**config.mk**
```make
export PLATFORM = sky130hd
export DESIGN_NAME = sorted_priority_queue_unit
export DESIGN_NICKNAME = d
export VERILOG_FILES = /design/src/spq_pkg.sv /design/src/spq_cell.sv /design/src/sorted_priority_queue_unit.sv
export SDC_FILE = /design/constraint.sdc
export NUM_CORES = 1
export LEC_CHECK = 0
export BUFFER_PORTS_ARGS = -buffer_cell sky130_fd_sc_hd__buf_2
export CAP_MARGIN = 20
export CELL_PAD_IN_SITES_DETAIL_PLACEMENT = 0
export CELL_PAD_IN_SITES_GLOBAL_PLACEMENT = 1
export CORE_MARGIN = 4
export CORE_UTILIZATION = 51
export DETAILED_ROUTE_END_ITERATION = 16
export PLACE_DENSITY_LB_ADDON = 0.1
export SLEW_MARGIN = 25
export SYNTH_ARGS = -nofsm -noshare
export SYNTH_HDL_FRONTEND = slang
export SYNTH_HIERARCHICAL = 1
export SYNTH_SLANG_ARGS = --single-unit
```
**constraint.sdc**
```tcl
create_clock -name clk -period 5.25 [get_ports clk]
set_clock_uncertainty 0.2 [all_clocks]
set_input_delay 1.05 -clock clk [delete_from_list [all_inputs] [get_ports clk]]
set_output_delay 1.05 -clock clk [all_outputs]
set_load 0.005 [all_outputs]
```
**src/spq_pkg.sv**
```systemverilog
// Package: shared types, codes and defaults for the sorted priority queue.
`default_nettype none
package spq_pkg;

  localparam int DEPTH_DEF    = 16;
  localparam int TAG_BITS_DEF = 16;

  localparam logic [3:0] PRIO_MIN = 4'd1;
  localparam logic [3:0] PRIO_MAX = 4'd10;

  localparam logic OP_INSERT = 1'b0;
  localparam logic OP_REMOVE = 1'b1;

  localparam logic [1:0] ST_OK      = 2'd0;
  localparam logic [1:0] ST_EMPTY   = 2'd1;
  localparam logic [1:0] ST_FULL    = 2'd2;
  localparam logic [1:0] ST_BADPRIO = 2'd3;

  typedef struct packed {
    logic        opcode;
    logic [3:0]  priority_req;
    logic [15:0] tag;
  } in_t;

  typedef struct packed {
    logic [1:0]  status;
    logic        popped_valid;
    logic [3:0]  popped_priority;
    logic [15:0] popped_tag;
    logic [4:0]  occupancy;
  } out_t;

  // Broadcast to every cell in the cycle an item is applied.
  typedef struct packed {
    logic       do_insert;
    logic       do_remove;
    logic [3:0] new_prio;
  } cell_ctl_t;

endpackage
`default_nettype wire

```
**src/spq_cell.sv**
```systemverilog
// One storage cell of the sorted chain: holds an entry, shifts left or right, or takes the new one.
`default_nettype none
module spq_cell import spq_pkg::*; #(
  parameter int TW  = 16,
  parameter int CW  = 5,
  parameter int IDX = 0
) (
  input  wire logic          clk,
  input  wire cell_ctl_t     ctl,
  input  wire logic [TW-1:0] new_tag,
  input  wire logic [CW-1:0] count,
  input  wire logic          left_ge,
  input  wire logic [3:0]    left_prio,
  input  wire logic [TW-1:0] left_tag,
  input  wire logic [3:0]    right_prio,
  input  wire logic [TW-1:0] right_tag,
  output logic               ge,
  output logic [3:0]         prio,
  output logic [TW-1:0]      tag
);

  logic [3:0]    prio_r, prio_nxt;
  logic [TW-1:0] tag_r, tag_nxt;
  logic          occupied;

  // Cells below the fill count hold entries; the rest are don't-care.
  assign occupied = count > CW'(IDX);
  assign ge       = occupied && (prio_r >= ctl.new_prio);

  always_comb begin
    prio_nxt = prio_r;
    tag_nxt  = tag_r;
    if (ctl.do_remove) begin
      prio_nxt = right_prio;
      tag_nxt  = right_tag;
    end else if (ctl.do_insert && !ge) begin
      // The new entry lands behind the last entry of equal or higher priority.
      if (left_ge) begin
        prio_nxt = ctl.new_prio;
        tag_nxt  = new_tag;
      end else begin
        prio_nxt = left_prio;
        tag_nxt  = left_tag;
      end
    end
  end

  always_ff @(posedge clk) begin
    prio_r <= prio_nxt;
    tag_r  <= tag_nxt;
  end

  assign prio = prio_r;
  assign tag  = tag_r;

endmodule
`default_nettype wire

```
**src/sorted_priority_queue_unit.sv**
```systemverilog
// Top level: sorted priority queue built as a chain of entry cells with a registered result.
`default_nettype none
// A bounded priority queue held as a row of DEPTH cells, highest priority at
// cell 0 and equal priorities in arrival order. Every cell compares its entry
// with the incoming priority at once, so an insert or a remove completes in
// one row update: one item is accepted per cycle while in_ready is high, and
// its result is in the result register in the next cycle. in_ready is high whenever
// that register is empty or is being taken in the same cycle, so items stream back
// to back while the result side keeps up. Tags keep their low TAG_BITS bits, up to 16.
module sorted_priority_queue_unit import spq_pkg::*; #(
  parameter int DEPTH    = DEPTH_DEF,
  parameter int TAG_BITS = TAG_BITS_DEF
) (
  input  wire logic clk,
  input  wire logic rst_n,
  input  wire logic in_valid,
  output logic      in_ready,
  input  wire in_t  in_data,
  output logic      out_valid,
  input  wire logic out_ready,
  output out_t      out_data
);

  localparam int TW = (TAG_BITS < 16) ? TAG_BITS : 16;
  localparam int CW = $clog2(DEPTH + 1);

  logic [CW-1:0] count_r, count_nxt;
  logic          out_valid_r, out_valid_nxt;
  out_t          out_r, out_nxt;

  logic          accept;
  logic          is_insert;
  logic          bad_prio;
  logic          full;
  logic          empty;
  cell_ctl_t     ctl;
  logic [TW-1:0] new_tag;

  logic [3:0]    prio_w [DEPTH+1];
  logic [TW-1:0] tag_w  [DEPTH+1];
  logic          ge_w   [DEPTH+1];

  assign in_ready  = !out_valid_r || out_ready;
  assign accept    = in_valid && in_ready;
  assign is_insert = in_data.opcode == OP_INSERT;
  assign bad_prio  = (in_data.priority_req < PRIO_MIN) || (in_data.priority_req > PRIO_MAX);
  assign full      = count_r == CW'(DEPTH);
  assign empty     = count_r == '0;
  assign new_tag   = TW'(in_data.tag);

  assign ctl.do_insert = accept && is_insert && !bad_prio && !full;
  assign ctl.do_remove = accept && !is_insert && !empty;
  assign ctl.new_prio  = in_data.priority_req;

  // Cell 0 sees an always-winning left neighbour; the last cell shifts in a blank.
  assign ge_w[0]       = 1'b1;
  assign prio_w[DEPTH] = '0;
  assign tag_w[DEPTH]  = '0;

  for (genvar i = 0; i < DEPTH; i++) begin : g_cell
    logic [3:0]    lp;
    logic [TW-1:0] lt;
    if (i == 0) begin : g_head
      assign lp = '0;
      assign lt = '0;
    end else begin : g_body
      assign lp = prio_w[i-1];
      assign lt = tag_w[i-1];
    end
    spq_cell #(
      .TW  (TW),
      .CW  (CW),
      .IDX (i)
    ) u_cell (
      .clk        (clk),
      .ctl        (ctl),
      .new_tag    (new_tag),
      .count      (count_r),
      .left_ge    (ge_w[i]),
      .left_prio  (lp),
      .left_tag   (lt),
      .right_prio (prio_w[i+1]),
      .right_tag  (tag_w[i+1]),
      .ge         (ge_w[i+1]),
      .prio       (prio_w[i]),
      .tag        (tag_w[i])
    );
  end

  always_comb begin
    count_nxt     = count_r;
    out_valid_nxt = out_valid_r;
    out_nxt       = out_r;
    if (out_valid_r && out_ready) begin
      out_valid_nxt = 1'b0;
    end
    if (ctl.do_insert) begin
      count_nxt = count_r + CW'(1);
    end else if (ctl.do_remove) begin
      count_nxt = count_r - CW'(1);
    end
    if (accept) begin
      out_valid_nxt           = 1'b1;
      out_nxt.popped_valid    = 1'b0;
      out_nxt.popped_priority = '0;
      out_nxt.popped_tag      = '0;
      if (is_insert) begin
        if (bad_prio) begin
          out_nxt.status = ST_BADPRIO;
        end else if (full) begin
          out_nxt.status = ST_FULL;
        end else begin
          out_nxt.status = ST_OK;
        end
      end else if (empty) begin
        out_nxt.status = ST_EMPTY;
      end else begin
        out_nxt.status          = ST_OK;
        out_nxt.popped_valid    = 1'b1;
        out_nxt.popped_priority = prio_w[0];
        out_nxt.popped_tag      = 16'(tag_w[0]);
      end
      out_nxt.occupancy = 5'(count_nxt);
    end
  end

  always_ff @(posedge clk) begin
    if (!rst_n) begin
      count_r     <= '0;
      out_valid_r <= 1'b0;
    end else begin
      count_r     <= count_nxt;
      out_valid_r <= out_valid_nxt;
    end
    out_r <= out_nxt;
  end

  assign out_valid = out_valid_r;
  assign out_data  = out_r;

endmodule
`default_nettype wire
```
==> results.py, run 1 <==
metrics = {
    "timing": {
        "worst-slew-pin-transition_ns": 0.947,
        "fin_ws_ns": 1.56,
        "hold_viol": 0,
        "fin_crit_ns": 3.69,
        "slew_viol_final": 0,
        "setup_tns_ns": 0,
        "rsz0062_at_grt": "no",
        "max_freq_ghz": 0.271,
        "slew_headroom": 0.369,
        "timing.hold.ws_ns": 0.337,
        "finalSetupViolCount": 0,
        "period_share": 0.703,
    },
    "floorplan": {
        "die-area_um2": 41600,
        "dieHeight_um": 204,
        "ioPinCount": 55,
        "initial_core_util": 0.519,
        "core_area_um2": 37800,
        "row_count": 71,
        "fp.dieW_um": 204,
    },
    "setup_path": {
        "worst-path-max-fanout": 20,
        "arrival_ns": 3.68,
        "reg2reg_depth": 9,
        "critical_path_class": "flip-flop to flip-flop",
        "r2r_slack_ns": 1.56,
        "start_kind": "flip-flop",
        "r2r_end": "g_cell[0].u_cell/tag[3]$_DFFE_PP_",
        "rr_startpoint": "count_r[1]$_SDFF_PN0_",
        "critPathCaptureType": "flip-flop",
        "startpoint": "count_r[1]$_SDFF_PN0_",
        "required_ns": 5.24,
        "endpoint": "g_cell[0].u_cell/tag[3]$_DFFE_PP_",
    },
    "clock_tree": {
        "htree_num_levels": 2,
        "cts.repair.resized": 0,
        "cts_made_buffers": 42,
        "clock_sinks": 354,
        "root_buffer": "clkbuf_16",
        "postCtsSetupRepairBufs": 0,
        "clk_path_buf_depth": 3,
        "cts_tree": "done",
        "path_clk_slew_ns": 0.06,
        "clock_latency_ns": 0.56,
        "ctsHoldBuffers": 0,
    },
    "detailed_routing": {
        "dr.first_iter.drc_count": 925,
        "postRouteAntennaNets": 0,
        "avgRoutedWirePerCell_um": 19.8,
        "viasPerCell": 5.71,
        "first_pass_iters": 5,
        "dr_total_vias": 13600,
        "drc": 0,
        "totalWireLength_mm": 46.9,
    },
    "global_routing": {
        "grt_use_total": 0.223,
        "grt_first_pass_wirelength_mm": 74.7,
        "grt_pass1_vias": 13800,
        "grt_overflow": 0,
        "grt_max_degree": 226,
        "antenna_found_initial": 7,
    },
    "power_and_ir_drop": {
        "ir_worst_vdd_v": 0.000229,
        "p_per_area_nw_per_um2": 390,
        "power_leakage_nw": 7.22,
    },
    "logic_synthesis": {
        "syn_area_per_cell_um2": 11.2,
        "yosys_warnings": 6,
        "synth_cells": 1750,
        "synthesis.area_um2": 19600,
    },
    "finish": {
        "layout_common_cells": "348 x edfxtp_1, 327 x nand2_1, 324 x mux2i_1, 304 x o21ai_0, 73 x inv_1",
        "drive_above_1_share": 0.104,
        "nets": 1920,
        "synthToLayoutAreaGrowth_pct": 12.0,
        "fin_area_um2": 21900,
        "utilization": 0.581,
        "mostFrequentLayoutCell": "edfxtp_1",
    },
    "placement": {
        "dp_hpwl_mm": 31.8,
        "pre_cts_ws_ns": 1.13,
        "portBuffers": 54,
        "placed_area_um2": 20600,
        "place_congestion": 0.804,
    },
    "status": {
        "outcome": "finished clean",
    },
    "min_path": {
        "hp-class": "flip-flop to flip-flop",
    },
    "run": {
        "max_cap_viol_count": 0,
    },
}
## metal layers
| layer | wire length (µm) | track usage | vias to the layer above |
|---|---|---|---|
| li1 | - | - | 6578 |
| met1 | 22000 | 0.315 | 6700 |
| met2 | 21900 | 0.362 | 236 |
| met3 | 2280 | 0.0403 | 57 |
| met4 | 761 | 0.0541 | 4 |
| met5 | 25 | 0 | - |
## worst max-delay path, cell delays in order (launching register included)
cell and delay [ns]:
dfxtp_1 0.30, buf_4 0.26, inv_1 0.10, ha_1 0.26, nor4bb_2 0.22, a211oi_2 0.39
and2_1 0.58, buf_4 0.32, and3_1 0.18, a311o_2 0.48
## through the flow
step,power [mW],instances
finish,8.55,2376
global placement,5.63,2296
detailed placement,5.68,2296
CTS,8.62,2373
global route,9.00,2373
floorplan,5.11,1790
## flip-flops by register name (all words and copies together) (netlist names)
| name | count |
|---|---|
| count_r | 5 |
| g_cell.u_cell/prio | 64 |
| g_cell.u_cell/tag | 256 |
| out_data | 28 |
| out_valid | 1 |
## area by class of cell
class                   count  area (µm²)
diodes                      3        7.51
clock buffers              52        1150
clock inverters            25         223
fillers                  3252       15800
inverters                  74         278
multi-input cells        1261        8440
flip-flops and latches    354       10600
well taps                 511         639
repair buffers             96         636
## power breakdown
part | switching [mW] | internal, mW | total (mW)
logic | 0.974 | 0.560 | 1.53
clock network | 1.17 | 1.75 | 2.92
registers | 0.281 | 3.82 | 4.10
total | 2.43 | 6.13 | 8.55
## worst min-delay path by stage
stage / startpoint / endpoint / slack [ns] / depth (start not counted)
finish: g_cell[15].u_cell/tag[9]$_DFFE_PP_ / g_cell[14].u_cell/tag[9]$_DFFE_PP_ / 0.34 / 2
global placement: g_cell[15].u_cell/tag[8]$_DFFE_PP_ / g_cell[14].u_cell/tag[8]$_DFFE_PP_ / 0.31 / 2
detailed placement: g_cell[15].u_cell/tag[1]$_DFFE_PP_ / g_cell[14].u_cell/tag[1]$_DFFE_PP_ / 0.32 / 2
CTS: g_cell[15].u_cell/tag[1]$_DFFE_PP_ / g_cell[14].u_cell/tag[1]$_DFFE_PP_ / 0.33 / 2
global route: g_cell[15].u_cell/tag[1]$_DFFE_PP_ / g_cell[14].u_cell/tag[1]$_DFFE_PP_ / 0.35 / 2
floorplan: g_cell[15].u_cell/tag[0]$_DFFE_PP_ / g_cell[14].u_cell/tag[0]$_DFFE_PP_ / 0.30 / 2
Note: power is estimated with default switching activity, not from simulation.
==> run 2: changes to the inputs <==
--- a/config.mk
+++ b/config.mk
@@ -10,7 +10,7 @@
 export CELL_PAD_IN_SITES_DETAIL_PLACEMENT = 0
 export CELL_PAD_IN_SITES_GLOBAL_PLACEMENT = 1
 export CORE_MARGIN = 4
-export CORE_UTILIZATION = 51
+export CORE_UTILIZATION = 46
 export DETAILED_ROUTE_END_ITERATION = 16
 export PLACE_DENSITY_LB_ADDON = 0.1
 export SLEW_MARGIN = 25
==> constraint.sdc (replaced) <==
create_clock -name clk -period 3.15 [get_ports clk]
set_clock_uncertainty 0.2 [all_clocks]
set_input_delay 0.63 -clock clk [delete_from_list [all_inputs] [get_ports clk]]
set_output_delay 0.63 -clock clk [all_outputs]
set_load 0.005 [all_outputs]
==> run 2 against run 1 <==
Compared with the run above: cell count grew 1.8%; design area increased by 1.9%; die area is 10% higher; critical path type unchanged; highest routed layer is now met4.
==> results.py, run 2 (same netlist as run 1, synthesis figures left out) <==
metrics = {
    "placement": {
        "dp_hpwl_mm": 32.2,
        "place_congestion": 0.796,
        "pre_cts_ws_ns": 0.0192,
        "portBuffers": 54,
    },
    "floorplan": {
        "core_area_um2": 42000,
        "dieHeight_um": 214,
        "fp.dieW_um": 214,
        "die-area_um2": 46000,
        "ioPinCount": 55,
        "row_count": 75,
        "initial_core_util": 0.466,
    },
    "timing": {
        "worst-slew-pin-transition_ns": 0.606,
        "rsz0062_at_grt": "no",
        "slew_headroom": 0.596,
        "slew_viol_final": 0,
        "period_share": 0.869,
        "hold_viol": 0,
        "fin_crit_ns": 2.74,
        "timing.hold.ws_ns": 0.195,
        "fin_ws_ns": 0.414,
        "max_freq_ghz": 0.365,
        "finalSetupViolCount": 0,
    },
    "clock_tree": {
        "htree_num_levels": 2,
        "clock_latency_ns": 0.56,
        "clock_sinks": 354,
        "cts.repair.resized": 0,
        "cts_tree": "done",
        "cts_made_buffers": 42,
        "postCtsSetupRepairBufs": 0,
        "root_buffer": "clkbuf_16",
        "path_clk_slew_ns": 0.06,
        "clk_path_buf_depth": 3,
        "ctsHoldBuffers": 0,
    },
    "setup_path": {
        "path_cells": "inv_2 > ha_4 > nor4bb_2 > buf_4 > a211oi_2 > and2_1 > buf_4 > and3_1 > a311o_2",
        "required_ns": 3.18,
        "worst-path-max-fanout": 20,
        "start_kind": "flip-flop",
        "path_delay_family": "simple AND/OR/NAND/NOR gates",
        "cpMostUsedCell": "buf_4",
        "critical_path_class": "flip-flop to flip-flop",
        "critPathCaptureType": "flip-flop",
        "critPathBufInv": 3,
        "slowest_stage": "a311o_2",
        "cpPeakStageDelay_ns": 0.58,
        "arrival_ns": 2.76,
    },
    "global_routing": {
        "grt_overflow": 0,
        "grt_pass1_vias": 14200,
        "antenna_found_initial": 2,
        "grt_max_degree": 126,
        "grt_first_pass_wirelength_mm": 74.8,
        "grt_use_total": 0.196,
    },
    "detailed_routing": {
        "first_pass_iters": 5,
        "viasPerCell": 5.61,
        "dr.first_iter.drc_count": 850,
        "drc": 0,
        "postRouteAntennaNets": 0,
        "dr_total_vias": 13600,
        "avgRoutedWirePerCell_um": 19.1,
        "totalWireLength_mm": 46.2,
    },
    "finish": {
        "nets": 1939,
        "synthToLayoutAreaGrowth_pct": 14.1,
        "largest_register_ffs": 256,
        "mostFrequentLayoutCell": "edfxtp_1",
        "drive_above_1_share": 0.117,
        "layout_common_cells": "348 x edfxtp_1, 327 x nand2_1, 324 x mux2i_1, 283 x o21ai_1, 70 x inv_1",
        "num-fill-cells": 3812,
    },
    "run": {
        "max_cap_viol_count": 0,
    },
    "min_path": {
        "hp-class": "input port to flip-flop",
    },
    "power_and_ir_drop": {
        "clkPwrFrac": 0.323,
        "p_comb_frac": 0.198,
        "ir_worst_vdd_v": 0.000474,
        "p_int_mw": 10.2,
        "power_leakage_nw": 7.41,
        "p_per_area_nw_per_um2": 635,
        "seq_power_share": 0.479,
        "swShare": 0.284,
        "p_sw_mw": 4.04,
    },
    "status": {
        "outcome": "finished clean",
    },
}
[run 2: changes by cell type in the layout (fill, tap and decap cells not counted), sizes merged]
cell	before	now
buf	96	115
clkbuf	52	59
bufinv	4	2
clkinvlp	2	1
diode	3	1
clkinv	18	12
[run 2: cell type report]
cell class | count | area [µm²] | share of cell area
diodes | 1 | 2.50 | 0.000112
clock buffers | 59 | 1140 | 0.0508
multi-input cells | 1261 | 8520 | 0.381
repair buffers | 115 | 1030 | 0.0460
clock inverters | 16 | 131 | 0.00588
well taps | 539 | 674 | 0.0302
inverters | 74 | 280 | 0.0125
flip-flops and latches | 354 | 10600 | 0.473
[run 2: power groups by stage]
stage          Clock, mW  Sequential, mW  Combinational, mW
2_1_floorplan          0            6.73               1.98
3_3_place_gp           0            6.90               2.73
3_5_place_dp           0            6.89               2.82
4_1_cts             4.74            6.81               2.83
5_1_grt             4.92            6.89               3.17
6_report            4.59            6.80               2.81
[run 2: final timing paths]
| check | startpoint | endpoint | slack (ns) | cells after the start |
|---|---|---|---|---|
| setup / recovery | count_r[0]$_SDFF_PN0_ | g_cell[0].u_cell/tag[14]$_DFFE_PP_ | 0.41 | 9 |
| hold reg to reg | count_r[0]$_SDFF_PN0_ | count_r[0]$_SDFF_PN0_ | 0.33 | 3 |
| setup reg to reg | count_r[0]$_SDFF_PN0_ | g_cell[0].u_cell/tag[14]$_DFFE_PP_ | 0.41 | 9 |
| hold / removal | rst_n | count_r[1]$_SDFF_PN0_ | 0.19 | 2 |
[run 2: routing by layer]
layer | track usage | share of wire | vias to the layer above
li1 | - | - | 6629
met1 | 0.267 | 0.48 | 6719
met2 | 0.329 | 0.47 | 148
met3 | 0.0258 | 0.025 | 65
met4 | 0.0601 | 0.025 | 0
met5 | 0 | 0 | -
[run 2: worst reg2reg max path, delay by kind of cell (launching register included)]
family                     cells  cell delay (ns)
and+or+nand+nor                3             0.63
adders and majority gates      1             0.15
AOI/OAI and AO/OA              2             0.62
buffers and inverters          3             0.45
DFF                            1             0.34
[run 2: metrics by stage]
stage | cells | instance area (µm²) | power, mW | setup TNS [ns] | util
after floorplan | 1790 | 19800 | 8.71 | -329.08 | -
final | 2419 | 22400 | 14.2 | 0 | 0.532
after global routing | 2418 | 22400 | 15.0 | 0 | 0.532
after global placement | 2343 | 21100 | 9.63 | 0 | 0.502
after detailed placement | 2343 | 21100 | 9.71 | 0 | 0.502
after CTS | 2418 | 22400 | 14.4 | 0 | 0.532
